### config.mk
export PLATFORM = sky130hd
export DESIGN_NAME = gaussian_sample_generator
export DESIGN_NICKNAME = d
export VERILOG_FILES = /design/src/hdl/gsg_pkg.sv /design/src/hdl/gaussian_sample_generator.sv
export SDC_FILE = /design/constraint.sdc
export NUM_CORES = 2
export LEC_CHECK = 0
export BUFFER_PORTS_ARGS = -buffer_cell sky130_fd_sc_hd__buf_4
export CAP_MARGIN = 15
export CORE_MARGIN = 10
export CORE_UTILIZATION = 50
export CTS_BUF_LIST = sky130_fd_sc_hd__clkbuf_4
export CTS_CLUSTER_DIAMETER = 30
export DETAILED_ROUTE_END_ITERATION = 8
export PLACE_DENSITY = 0.66
export SLEW_MARGIN = 10
export SYNTH_ARGS = -nofsm -noshare
export SYNTH_HDL_FRONTEND = slang
export SYNTH_SLANG_ARGS = --single-unit
### constraint.sdc
create_clock -name clk -period 13.36 [get_ports clk]
set_clock_uncertainty 0.15 [all_clocks]
set_input_delay 0.668 -clock clk [delete_from_list [all_inputs] [get_ports clk]]
set_output_delay 0.668 -clock clk [all_outputs]
set_load 0.01 [all_outputs]
### src/hdl/gsg_pkg.sv
// Constants and helper function shared by the Gaussian sample generator.
package gsg_pkg;

  localparam int SAMPLE_FRAC_BITS = 16;
  localparam int SAMPLE_WIDTH = SAMPLE_FRAC_BITS + 5;
  localparam int QUANT_SHIFT = 58 - SAMPLE_FRAC_BITS;
  localparam logic [63:0] QUANT_HALF = 64'd1 << (QUANT_SHIFT - 1);
  localparam logic [63:0] SAMPLE_LIM = 64'd1 << (SAMPLE_WIDTH - 1);

  localparam logic [63:0] GOLDEN_STEP = 64'h9e3779b97f4a7c15;
  localparam logic [63:0] FIN_MUL_A = 64'hbf58476d1ce4e5b9;
  localparam logic [63:0] FIN_MUL_B = 64'h94d049bb133111eb;
  localparam logic [31:0] TWO_LN2_Q30 = 32'h58B90BFC;
  localparam logic [31:0] PI_Q30 = 32'hC90FDAA2;
  localparam logic [30:0] Q30_ONE = 31'h4000_0000;

  localparam logic [4:0] SQ_LAST = 5'd31;
  localparam logic [4:0] SQRT_LAST = 5'd31;
  localparam logic [4:0] DIV_LAST = 5'd29;
  localparam logic [5:0] NORM_MAX = 6'd52;

  localparam int HORNER_STEPS = 9;
  localparam logic [3:0] HS_SIN_LAST = 4'd3;
  localparam logic [3:0] HS_COS_FIRST = 4'd4;
  localparam logic [3:0] HS_COS_LAST = 4'd8;
  localparam logic [6:0] HORNER_DIV [0:HORNER_STEPS-1] = '{
    7'd72, 7'd42, 7'd20, 7'd6, 7'd90, 7'd56, 7'd30, 7'd12, 7'd2
  };

  function automatic logic [SAMPLE_WIDTH-1:0] quantize(input logic [63:0] prod,
                                                       input logic neg);
    logic [63:0] mag;
    logic [63:0] res;
    mag = (prod + QUANT_HALF) >> QUANT_SHIFT;
    if (!neg) begin
      res = (mag > SAMPLE_LIM - 64'd1) ? SAMPLE_LIM - 64'd1 : mag;
    end else begin
      if (mag > SAMPLE_LIM) begin
        mag = SAMPLE_LIM;
      end
      res = 64'd0 - mag;
    end
    return res[SAMPLE_WIDTH-1:0];
  endfunction

endpackage

### src/hdl/gaussian_sample_generator.sv
// Gaussian sample generator: splitmix64 words, Box-Muller in fixed point, spare sine sample.
//
// Each transfer on the input yields one transfer on the output. When a sine spare is held
// and no key is loaded, the spare passes through the done state to the output register. A
// fresh pair is built from two splitmix64 words through one shared 32x32 multiplier, a
// one-bit-per-cycle normalisation of the uniform, 32 squaring steps for the logarithm, a
// bit-serial square root of 32 steps, and nine Horner steps for sine and cosine, each
// closed by a bit-serial division of 30 steps. A new input is taken whenever the
// sequencer is idle, even while the last result still waits in the output register.
module gaussian_sample_generator (
  input  logic                                     clk,
  input  logic                                     rst,
  input  logic                                     in_valid,
  output logic                                     in_ready,
  input  logic                                     load_key,
  input  logic [63:0]                              new_key,
  output logic                                     out_valid,
  input  logic                                     out_ready,
  output logic signed [gsg_pkg::SAMPLE_WIDTH-1:0]  sample,
  output logic                                     from_spare
);
  import gsg_pkg::*;

  typedef enum logic [13:0] {
    S_IDLE  = 14'b00000000000001,
    S_WORD  = 14'b00000000000010,
    S_MUL   = 14'b00000000000100,
    S_NORM  = 14'b00000000001000,
    S_SQ    = 14'b00000000010000,
    S_LN    = 14'b00000000100000,
    S_SQRT  = 14'b00000001000000,
    S_ANG   = 14'b00000010000000,
    S_X2    = 14'b00000100000000,
    S_HMUL  = 14'b00001000000000,
    S_HDIV  = 14'b00010000000000,
    S_SIN   = 14'b00100000000000,
    S_QUANT = 14'b01000000000000,
    S_DONE  = 14'b10000000000000
  } state_t;

  state_t state;

  logic [63:0] pos;
  logic [SAMPLE_WIDTH-1:0] spare;
  logic spare_valid;
  logic [63:0] z;
  logic [63:0] acc;
  logic [63:0] p;
  logic [1:0] mph;
  logic mul_sel;
  logic word_idx;
  logic ph;
  logic [52:0] nrm;
  logic [5:0] shc;
  logic [31:0] lx;
  logic [31:0] f;
  logic [4:0] cnt;
  logic [63:0] sqn;
  logic [33:0] rem;
  logic [31:0] root;
  logic [31:0] rad;
  logic [31:0] turn;
  logic [2:0] k;
  logic [29:0] xang;
  logic [29:0] x2;
  logic [30:0] ht;
  logic [3:0] hs;
  logic [29:0] dv;
  logic [6:0] drem;
  logic [30:0] sin_v;
  logic [30:0] cos_v;
  logic qsel;
  logic [SAMPLE_WIDTH-1:0] res;
  logic res_fs;

  logic [31:0] mul_a;
  logic [31:0] mul_b;
  logic [63:0] fin_const;
  logic [63:0] prod;
  logic [63:0] word;
  logic [63:0] pz;
  logic [52:0] m1;
  logic [37:0] tq;
  logic [29:0] rr;
  logic [35:0] rem_sh;
  logic [35:0] trial;
  logic sq_ge;
  logic [35:0] rem_new;
  logic [7:0] drem_sh;
  logic div_ge;
  logic [7:0] drem_new;
  logic [29:0] quo;
  logic [30:0] ht_new;
  logic [30:0] ta;
  logic [30:0] tb;
  logic [30:0] cm;
  logic [30:0] sm;
  logic cneg;
  logic sneg;
  logic [30:0] trig;
  logic tneg;
  logic [SAMPLE_WIDTH-1:0] qval;
  logic out_free;

  assign in_ready = (state == S_IDLE);
  assign out_free = !out_valid || out_ready;

  assign fin_const = mul_sel ? FIN_MUL_B : FIN_MUL_A;
  assign prod = acc + {p[31:0], 32'd0};
  assign word = prod ^ (prod >> 31);
  assign pz = pos + GOLDEN_STEP;
  assign m1 = (word[63:11] == 53'd0) ? 53'd1 : word[63:11];
  assign tq = {shc + 6'd1, 32'd0} - {6'd0, f};
  assign rr = turn[29] ? (30'h2000_0000 - {1'b0, turn[28:0]}) : {1'b0, turn[28:0]};

  assign rem_sh = {rem, sqn[63:62]};
  assign trial = {2'b00, root, 2'b01};
  assign sq_ge = (rem_sh >= trial);
  assign rem_new = sq_ge ? rem_sh - trial : rem_sh;

  assign drem_sh = {drem, dv[29]};
  assign div_ge = (drem_sh >= {1'b0, HORNER_DIV[hs]});
  assign drem_new = div_ge ? drem_sh - {1'b0, HORNER_DIV[hs]} : drem_sh;
  assign quo = {dv[28:0], div_ge};
  assign ht_new = Q30_ONE - {1'b0, quo};

  always_comb begin
    if (k[0]) begin
      ta = sin_v;
      tb = cos_v;
    end else begin
      ta = cos_v;
      tb = sin_v;
    end
    case (k[2:1])
      2'd0: begin
        cm = ta;
        sm = tb;
        cneg = 1'b0;
        sneg = 1'b0;
      end
      2'd1: begin
        cm = tb;
        sm = ta;
        cneg = 1'b1;
        sneg = 1'b0;
      end
      2'd2: begin
        cm = ta;
        sm = tb;
        cneg = 1'b1;
        sneg = 1'b1;
      end
      default: begin
        cm = tb;
        sm = ta;
        cneg = 1'b0;
        sneg = 1'b1;
      end
    endcase
    trig = qsel ? sm : cm;
    tneg = qsel ? sneg : cneg;
  end

  assign qval = quantize(p, tneg);

  always_comb begin
    mul_a = 32'd0;
    mul_b = 32'd0;
    case (state)
      S_MUL: begin
        case (mph)
          2'd0: begin
            mul_a = z[31:0];
            mul_b = fin_const[31:0];
          end
          2'd1: begin
            mul_a = z[31:0];
            mul_b = fin_const[63:32];
          end
          default: begin
            mul_a = z[63:32];
            mul_b = fin_const[31:0];
          end
        endcase
      end
      S_SQ: begin
        mul_a = lx;
        mul_b = lx;
      end
      S_LN: begin
        mul_a = {2'b00, tq[37:8]};
        mul_b = TWO_LN2_Q30;
      end
      S_ANG: begin
        mul_a = {2'b00, rr};
        mul_b = PI_Q30;
      end
      S_X2: begin
        mul_a = {2'b00, xang};
        mul_b = {2'b00, xang};
      end
      S_HMUL: begin
        mul_a = {2'b00, x2};
        mul_b = {1'b0, ht};
      end
      S_SIN: begin
        mul_a = {2'b00, xang};
        mul_b = {1'b0, ht};
      end
      S_QUANT: begin
        mul_a = rad;
        mul_b = {1'b0, trig};
      end
      default: begin
        mul_a = 32'd0;
        mul_b = 32'd0;
      end
    endcase
  end

  always_ff @(posedge clk) begin
    p <= {32'd0, mul_a} * {32'd0, mul_b};
  end

  always_ff @(posedge clk) begin
    if (rst) begin
      state <= S_IDLE;
      pos <= 64'd0;
      spare_valid <= 1'b0;
      out_valid <= 1'b0;
    end else begin
      if (out_valid && out_ready && state != S_DONE) begin
        out_valid <= 1'b0;
      end
      case (state)
        S_IDLE: begin
          if (in_valid) begin
            if (load_key) begin
              pos <= new_key;
            end
            if (spare_valid && !load_key) begin
              res <= spare;
              res_fs <= 1'b1;
              spare_valid <= 1'b0;
              state <= S_DONE;
            end else begin
              spare_valid <= 1'b0;
              word_idx <= 1'b0;
              state <= S_WORD;
            end
          end
        end
        S_WORD: begin
          pos <= pz;
          z <= pz ^ (pz >> 30);
          mul_sel <= 1'b0;
          mph <= 2'd0;
          state <= S_MUL;
        end
        S_MUL: begin
          case (mph)
            2'd0: begin
              mph <= 2'd1;
            end
            2'd1: begin
              acc <= p;
              mph <= 2'd2;
            end
            2'd2: begin
              acc <= prod;
              mph <= 2'd3;
            end
            default: begin
              mph <= 2'd0;
              if (!mul_sel) begin
                z <= prod ^ (prod >> 27);
                mul_sel <= 1'b1;
              end else if (!word_idx) begin
                nrm <= m1;
                word_idx <= 1'b1;
                state <= S_WORD;
              end else begin
                turn <= word[63:32];
                shc <= 6'd0;
                state <= S_NORM;
              end
            end
          endcase
        end
        S_NORM: begin
          if (nrm[52]) begin
            lx <= nrm[52:21];
            cnt <= 5'd0;
            ph <= 1'b0;
            state <= S_SQ;
          end else begin
            nrm <= {nrm[51:0], 1'b0};
            shc <= shc + 6'd1;
          end
        end
        S_SQ: begin
          if (!ph) begin
            ph <= 1'b1;
          end else begin
            ph <= 1'b0;
            f <= {f[30:0], p[63]};
            lx <= p[63] ? p[63:32] : p[62:31];
            cnt <= cnt + 5'd1;
            if (cnt == SQ_LAST) begin
              state <= S_LN;
            end
          end
        end
        S_LN: begin
          if (!ph) begin
            ph <= 1'b1;
          end else begin
            ph <= 1'b0;
            sqn <= {1'b0, p[60:22], 24'd0};
            rem <= 34'd0;
            root <= 32'd0;
            cnt <= 5'd0;
            state <= S_SQRT;
          end
        end
        S_SQRT: begin
          rem <= rem_new[33:0];
          root <= {root[30:0], sq_ge};
          sqn <= {sqn[61:0], 2'b00};
          cnt <= cnt + 5'd1;
          if (cnt == SQRT_LAST) begin
            rad <= {root[30:0], sq_ge};
            k <= turn[31:29];
            state <= S_ANG;
          end
        end
        S_ANG: begin
          if (!ph) begin
            ph <= 1'b1;
          end else begin
            ph <= 1'b0;
            xang <= p[60:31];
            state <= S_X2;
          end
        end
        S_X2: begin
          if (!ph) begin
            ph <= 1'b1;
          end else begin
            ph <= 1'b0;
            x2 <= p[59:30];
            ht <= Q30_ONE;
            hs <= 4'd0;
            state <= S_HMUL;
          end
        end
        S_HMUL: begin
          if (!ph) begin
            ph <= 1'b1;
          end else begin
            ph <= 1'b0;
            dv <= p[59:30];
            drem <= 7'd0;
            cnt <= 5'd0;
            state <= S_HDIV;
          end
        end
        S_HDIV: begin
          drem <= drem_new[6:0];
          dv <= quo;
          cnt <= cnt + 5'd1;
          if (cnt == DIV_LAST) begin
            ht <= ht_new;
            if (hs == HS_SIN_LAST) begin
              state <= S_SIN;
            end else if (hs == HS_COS_LAST) begin
              cos_v <= ht_new;
              qsel <= 1'b0;
              state <= S_QUANT;
            end else begin
              hs <= hs + 4'd1;
              state <= S_HMUL;
            end
          end
        end
        S_SIN: begin
          if (!ph) begin
            ph <= 1'b1;
          end else begin
            ph <= 1'b0;
            sin_v <= p[60:30];
            ht <= Q30_ONE;
            hs <= HS_COS_FIRST;
            state <= S_HMUL;
          end
        end
        S_QUANT: begin
          if (!ph) begin
            ph <= 1'b1;
          end else begin
            ph <= 1'b0;
            if (!qsel) begin
              res <= qval;
              res_fs <= 1'b0;
              qsel <= 1'b1;
            end else begin
              spare <= qval;
              spare_valid <= 1'b1;
              state <= S_DONE;
            end
          end
        end
        S_DONE: begin
          if (out_free) begin
            sample <= $signed(res);
            from_spare <= res_fs;
            out_valid <= 1'b1;
            state <= S_IDLE;
          end
        end
        default: begin
          state <= S_IDLE;
        end
      endcase
    end
  end

  a_fresh_leaves_spare: assert property (@(posedge clk) disable iff (rst)
    (state == S_DONE && out_free && !res_fs) |-> spare_valid)
    else $error("Fresh result delivered without a stored spare.");

  a_sqrt_rem_bound: assert property (@(posedge clk) disable iff (rst)
    (state == S_SQRT) |-> (rem <= {1'b0, root, 1'b0}))
    else $error("Square root remainder out of range.");

  a_div_rem_bound: assert property (@(posedge clk) disable iff (rst)
    (state == S_HDIV) |-> (drem < HORNER_DIV[hs]))
    else $error("Division remainder not below the divisor.");

  a_norm_bound: assert property (@(posedge clk) disable iff (rst)
    (state == S_NORM) |-> (shc <= NORM_MAX))
    else $error("Normalisation shift ran past the uniform width.");

  a_accept_leaves_idle: assert property (@(posedge clk) disable iff (rst)
    (in_valid && in_ready) |=> (state != S_IDLE))
    else $error("Input transfer did not start any work.");

endmodule
* After elaboration in Yosys (flattened, before gate mapping) *
Memory sizes are Yosys's and may differ from the RTL's.
Cells that the tools add are included.

storage, ports and cells
  register bits after elaboration = 862
  latch bits = 0
  RAM bits = 0
  bits in read-only memories = 112
  word-level logic and storage cells = 298
  memories kept = 1

memories
  memory            words  width  rd ports  clocked after Yosys merged registers in  write ports  line                              text
  (name not given)  16     7      1         0                                        0            gaussian_sample_generator.sv:123  assign drem_new = div_ge ? drem_sh - {1'b0, HORNER_DIV[hs]} : drem_sh;

cells by class
  add/subtract/negate cells = 12
  multipliers = 1
  divide/modulo/power cells = 0
  order comparisons = 5
  eq/ne operators = 52
  shifts and indexed selects = 0
  mux-type cells = 121
  bitwise operators = 7
  reduce and logical (&&, ||, !) cells = 62

operator list
  kind                                                              number
  64-bit case mux with 2 select lines                               4
  32-bit case mux with 7 select lines                               2
  64-bit 2-to-1 mux                                                 5
  53-bit 2-to-1 mux                                                 5
  14-bit 2-to-1 mux                                                 16
  31-bit 2-to-1 mux                                                 7
  32-bit 2-to-1 mux                                                 6
  14-bit case mux with 13 select lines                              1
  21-bit 2-to-1 mux                                                 8
  32-bit case mux with 2 select lines                               2
  53-bit case mux with 2 select lines                               1
  34-bit 2-to-1 mux                                                 2
  34-bit case mux with 2 select lines                               1
  64-bit by 42-bit adder with 64-bit output, second input constant  1
  64-bit adder                                                      1
  64-bit adder, second input constant                               1
  32-bit by 32-bit multiplier with 64-bit output                    1
  64-bit by 33-bit XOR with 64-bit output                           1
  64-bit by 34-bit XOR with 64-bit output                           1
  64-bit by 37-bit XOR with 64-bit output                           1
  62-bit 2-to-1 mux                                                 1
  31-bit case mux with 2 select lines                               1
  30-bit 2-to-1 mux                                                 2
  30-bit case mux with 2 select lines                               1
  other kinds (70)                                                  188

* Logic depth before layout (Yosys ltp) *
  depth after elaboration = 10
  gate-level depth with buffers = 44
  gate-level depth less buffers = 39

* Least setup slack after synthesis *
OpenSTA, ideal clock, no wires.

  path type = reg-to-reg
  start = reg turn[14]
  end = reg p[62]
  data arrival time = 10.162 ns
  required time = 13.138 ns
  slack = 2.976 ns
  stages on the path, launching flop included = 37
  cell sequence = edfxtp_1 -> or4_4 -> or3_4 -> or3_4 -> or3_1 -> or3_1 -> o21ai_0 -> xor2_1 -> o211a_1 -> o21ai_2 -> clkbuf_1 -> nand2_1 -> fa_1 -> inv_1 -> fa_1 -> inv_1 -> fa_1 -> inv_1 -> fa_1 -> fa_1 -> fa_1 -> fa_1 -> inv_1 -> fa_1 -> inv_1 -> ha_1 -> o21a_1 -> a2111oi_0 -> o21ai_0 -> a221oi_1 -> nor2b_1 -> nor3_1 -> a21oi_1 -> a211oi_1 -> o21ai_0 -> a221oi_1 -> xnor2_1

on the way
  cells in the longest elaborated chain, start to end = 4

RTL lines
  what                                                line                              text
  start, declared                                     gaussian_sample_generator.sv:62   logic [31:0] turn;
  start signal, assigned                              gaussian_sample_generator.sv:284  turn <= word[63:32];
  30-bit by 29-bit subtractor with 30-bit output      gaussian_sample_generator.sv:114  assign rr = turn[29] ? (30'h2000_0000 - {1'b0, turn[28:0]}) : {1'b0, turn[28:0]};
  30-bit 2-to-1 mux (*)                               gaussian_sample_generator.sv:114
  32-bit case mux with 7 select lines (*)             gaussian_sample_generator.sv:170  case (state)
  32-bit by 32-bit multiplier with 64-bit output (*)  gaussian_sample_generator.sv:223  p <= {32'd0, mul_a} * {32'd0, mul_b};
  end signal, assigned                                gaussian_sample_generator.sv:223
  end, declared                                       gaussian_sample_generator.sv:48   logic [63:0] p;

Every way passes the cells marked *; elsewhere a longest branch is shown, timed or not.
A chain may end at the register's enable or synchronous reset.

* Worst setup path after layout *
  start = reg f[5]
  end = reg p[62]

on the way
  cells in the longest elaborated chain, start to end = 3

RTL lines
  what                                            line                              text
  start, declared                                 gaussian_sample_generator.sv:56   logic [31:0] f;
  start signal, assigned                          gaussian_sample_generator.sv:307  f <= {f[30:0], p[63]};
  38-bit by 32-bit subtractor with 38-bit output  gaussian_sample_generator.sv:113  assign tq = {shc + 6'd1, 32'd0} - {6'd0, f};
  32-bit case mux with 7 select lines             gaussian_sample_generator.sv:170
  32-bit by 32-bit multiplier with 64-bit output  gaussian_sample_generator.sv:223

Every way passes these cells.

==> results.md <==
- The run finished with clean final reports.
- The cell row count is 142.
- The synthesized design contains 838 register bits.
- In this run the tightest slew margin relative to its limit is 0.103.
- The detailed router finished its first iteration with around 6800 violations.
- The number of warning messages in the yosys log is 0.
- Including well taps, the total number of placed cells is around 10000.
- The total power per unit cell area is 77.0 nW/um^2.
- The maximum root-to-sink buffer count is 3.
- The number of port buffers is 92.
- The setup TNS after final layout is 0 ns.
- The count of nets left with antenna violations once routing finished came out at 0.
- The first detailed-routing pass ran for 9 iterations.
- The number of H-tree levels is 4.
- The final layout contains 9331 nets.
- The floorplan step defined a die boundary enclosing 166000 sq um.
- STA puts the critical path data arrival time at 13.06 ns.
- At the pin with the least slew margin, the transition time is 1.34 ns.
- The area added between synthesis and finish is 10.0%.
- Across the VDD grid, the largest voltage drop is 0.0000815 V.
- The distinct cell type count of the synthesized netlist is 92.
- After detailed routing, the number of remaining DRC violations is 0.
- The average cell area after synthesis is 9.66 sq um.
- Entering global routing, the biggest net connects between 80 and 90 pins.
- The number of buffers created by CTS is 218.
- The cell depth of the worst hold path is 4.
- The initial core utilization is 0.503.
- 93 I/O pins were placed.
- The weighted congestion at the end of routability-driven global placement is 0.975.
- The final number of hold-violating endpoints is 0.
- The net count after synthesis is 9113.
- The final wirelength is 260000 um.
- The path class of the tightest hold or removal check is in2reg.
- The tool flagged a number of max-cap violations equal to 0.
- met2 is the most crowded layer.
- Clock tree synthesis selected as its root buffer the cell sky130_fd_sc_hd__clkbuf_4.
- Among the stages of the critical path, the cell type that occurs most often is sky130_fd_sc_hd__fa_1.
- The count of fill cells added during filler insertion is 13350.
- For this design, the slowest cell found on the critical path is sky130_fd_sc_hd__o2111a_1.
- The maximum fanout encountered on the critical timing path is 14.
- In the synthesized netlist, the number of instances is about 7800.
- In the final layout, the share of cells above drive strength 1 is 0.104.
- The global routing usage on met3 is 0.0815.
- The capturing element type of the critical path is a flop.
- For the finished layout, the period the worst path requires is 12.07 ns.
- The insertion delay of the later-clocked pin in the worst-skew pair is 1.27 ns.
- The max-slew violation count is 0.
- The initial antenna violation count was 7.
- The number of global-route vias before repair is 60481.
- Setup repair after global routing left no endpoint under its margin.
- For this run, the slowest stage of the critical path takes ~0.77 ns.
- In the final routed layout, each cell accounts on average for 25.5 um.
- The met1 capacity usage during global routing is 0.404.
- The clock net in this run drives a total of 838 sinks.
- Summed over all cells, the static leakage comes to 0.0358 uW.
- In the routed layout, each cell is associated on average with a via count of between 5 and 6.
- The core box area is roughly 150000 sq um.
- The clock transition at the registers of the reported paths is 0.07 ns.
- The required time at the endpoint of the critical path is 14.34 ns.
- For this run, global-route usage on met2 was measured as 0.463.
- Counting flops with an async set or reset pin after synthesis yields a share of 0.
- The floorplan step set the die width to 408 um.
- TritonCTS built the clock tree.
- The final clock period utilization by the worst path is 0.904.
- The setup path with the least slack is of type reg2reg.
- For this block, the via count after detailed routing is 60206.
- The filler-free cell count of the finished design is 10205.
- The vertical die dimension is about 410 um.
- The overall track demand over capacity in global routing is 0.308.
- The type of origin of the critical path is a flop.
- Setup violations remaining at the end of the flow were counted as 0.
- The first global-routing pass estimated 387000 um of wire.
- The fraction of the yosys area taken by sequential cells is 0.315.
- The maximum clock frequency is 82.8 MHz.
- The worst reg-to-reg path cell count is 32.
- The total overflow reported by the global router is 0.
- The cell area that synthesis handed to floorplanning was 75200 sq um.
- The HPWL after detailed placement is 196000 um.
- The number of synthesized flops with an enable pin is slightly below 700.
- In the synthesized netlist the dominant register cell turns out to be sky130_fd_sc_hd__edfxtp_1.
[worst paths after layout]
check | from | end | slack, ns
worst max-delay path | f[5]$_DFFE_PP_ | p[62]$_DFF_P_ | 1.29
worst min-delay path | new_key[25] | pos[25]$_SDFFE_PP0P_ | 0.11
worst max register to register | f[5]$_DFFE_PP_ | p[62]$_DFF_P_ | 1.29
worst min register to register | res_fs$_DFFE_PP_ | from_spare$_DFFE_PP_ | 0.25
[registers in the layout, indices dropped and copies added, names as in the netlist, 14 cells and up]
name and cells:
acc 64, cos_v 31, dv 30, f 32, ht 31, lx 32, nrm 53, p 64
pos 64, rad 32, rem 34, res 21, root 32, sample 21, sin_v 31, spare 21
sqn 40, state 14, turn 32, x2 30, xang 30, z 64
[layer usage]
layer / share of wire / vias up
li1: - / 26043
met1: 0.38 / 29881
met2: 0.43 / 3562
met3: 0.12 / 718
met4: 0.065 / 2
met5: 0.000050 / -
[critical path: cells and delay by family, from the launching register on]
kind	cells	cell delay, ns
adder cells (fa/ha/maj)	9	4.51
AO/OA/AOI/OAI	9	3.31
AND/OR/NAND/NOR	10	3.08
flip-flops	1	0.40
XOR/XNOR	2	0.39
buffers and inverters	2	0.10
[report_power, final]
part           total (uW)  switching, uW  internal (uW)
sequential           3000           82.3           2920
combinational        1060            680            380
clock                2310           1150           1160
total                6370           1910           4460
[stage by stage]
| stage | hold slack (ns) | worst slack (ns) | total power, uW | util | cell area, sq um |
|---|---|---|---|---|---|
| 6_report | 0.108 | 1.29 | 6370 | 0.553 | 82700 |
| 5_1_grt | 0.0870 | 0.469 | 6620 | 0.553 | 82700 |
| 4_1_cts | 0.0117 | 1.37 | 6370 | 0.553 | 82700 |
| 3_5_place_dp | 0.255 | 1.49 | 4060 | 0.528 | 79000 |
| 3_3_place_gp | 0.256 | 1.60 | 4040 | 0.528 | 79000 |
| 2_1_floorplan | 0.250 | 2.98 | 3710 | - | 75200 |
[repair_timing]
item	CTS	global route
resized for setup	0	0
buffers inserted	0	0
setup endpoints to repair	0	0
hold endpoints to repair	83	0
hold buffers	88	0
[final cells by class]
type	instances	area [sq um]	area share
multi-input cells	5512	46500	0.562
flip-flops and latches	838	23700	0.287
inverters	1025	3850	0.0465
repair buffers	407	3290	0.0397
well taps	2016	2520	0.0305
clock buffers	318	2390	0.0289
clock inverters	77	459	0.00555
diodes	12	30.0	0.000363
[cell usage in the layout (no fill, tap or decap), types with 149 or more instances in the layout]
master                     Yosys  layout
sky130_fd_sc_hd__a21oi_1     366     358
sky130_fd_sc_hd__buf_4         2     318
sky130_fd_sc_hd__clkbuf_4      0     318
sky130_fd_sc_hd__edfxtp_1    694     694
sky130_fd_sc_hd__fa_1        898     898
sky130_fd_sc_hd__ha_1        362     361
sky130_fd_sc_hd__inv_1      1024    1023
sky130_fd_sc_hd__nand2_1    1097    1096
sky130_fd_sc_hd__nor2_1      890     882
sky130_fd_sc_hd__o21ai_0     226     226
sky130_fd_sc_hd__xnor2_1     239     232
sky130_fd_sc_hd__xor2_1      151     149
[cell usage after synthesis (all sizes together), types with 28 or more instances]
cell type,n,area (sq um)
xor2,151,1320
nand2,1097,4120
nor3,72,360
edfxtp,694,20800
nand2b,48,300
a221oi,43,383
a21oi,370,1870
a21o,73,548
nand3,81,405
nand3b,55,413
inv,1024,3840
and2,69,432
nor2b,82,513
o21ai,236,1180
and3,42,263
o21a,33,248
fa,898,18000
nor2,890,3340
ha,362,4530
nor4,41,275
a22oi,28,210
xnor2,239,2090
mux2,47,529
or3,39,264
dfxtp,144,2880
a211oi,52,395
nand4,41,257
mux2i,107,1070
clkbuf,352,1320
buf,57,278
[kinds of logic (layout without fill, tap and decap cells)]
logic type | Yosys count | after routing | synth area share
AO/OA/AOI/OAI | 1067 | 1067 | 0.0914
XOR/XNOR | 390 | 390 | 0.0454
adder cells (fa/ha/maj) | 1260 | 1260 | 0.299
buffers and inverters | 1434 | 1827 | 0.0724
flip-flops | 838 | 838 | 0.315
multiplexers | 154 | 154 | 0.0213
other | 0 | 12 | 0
AND/OR/NAND/NOR | 2641 | 2641 | 0.155
Power figures use the tool's default switching activity.
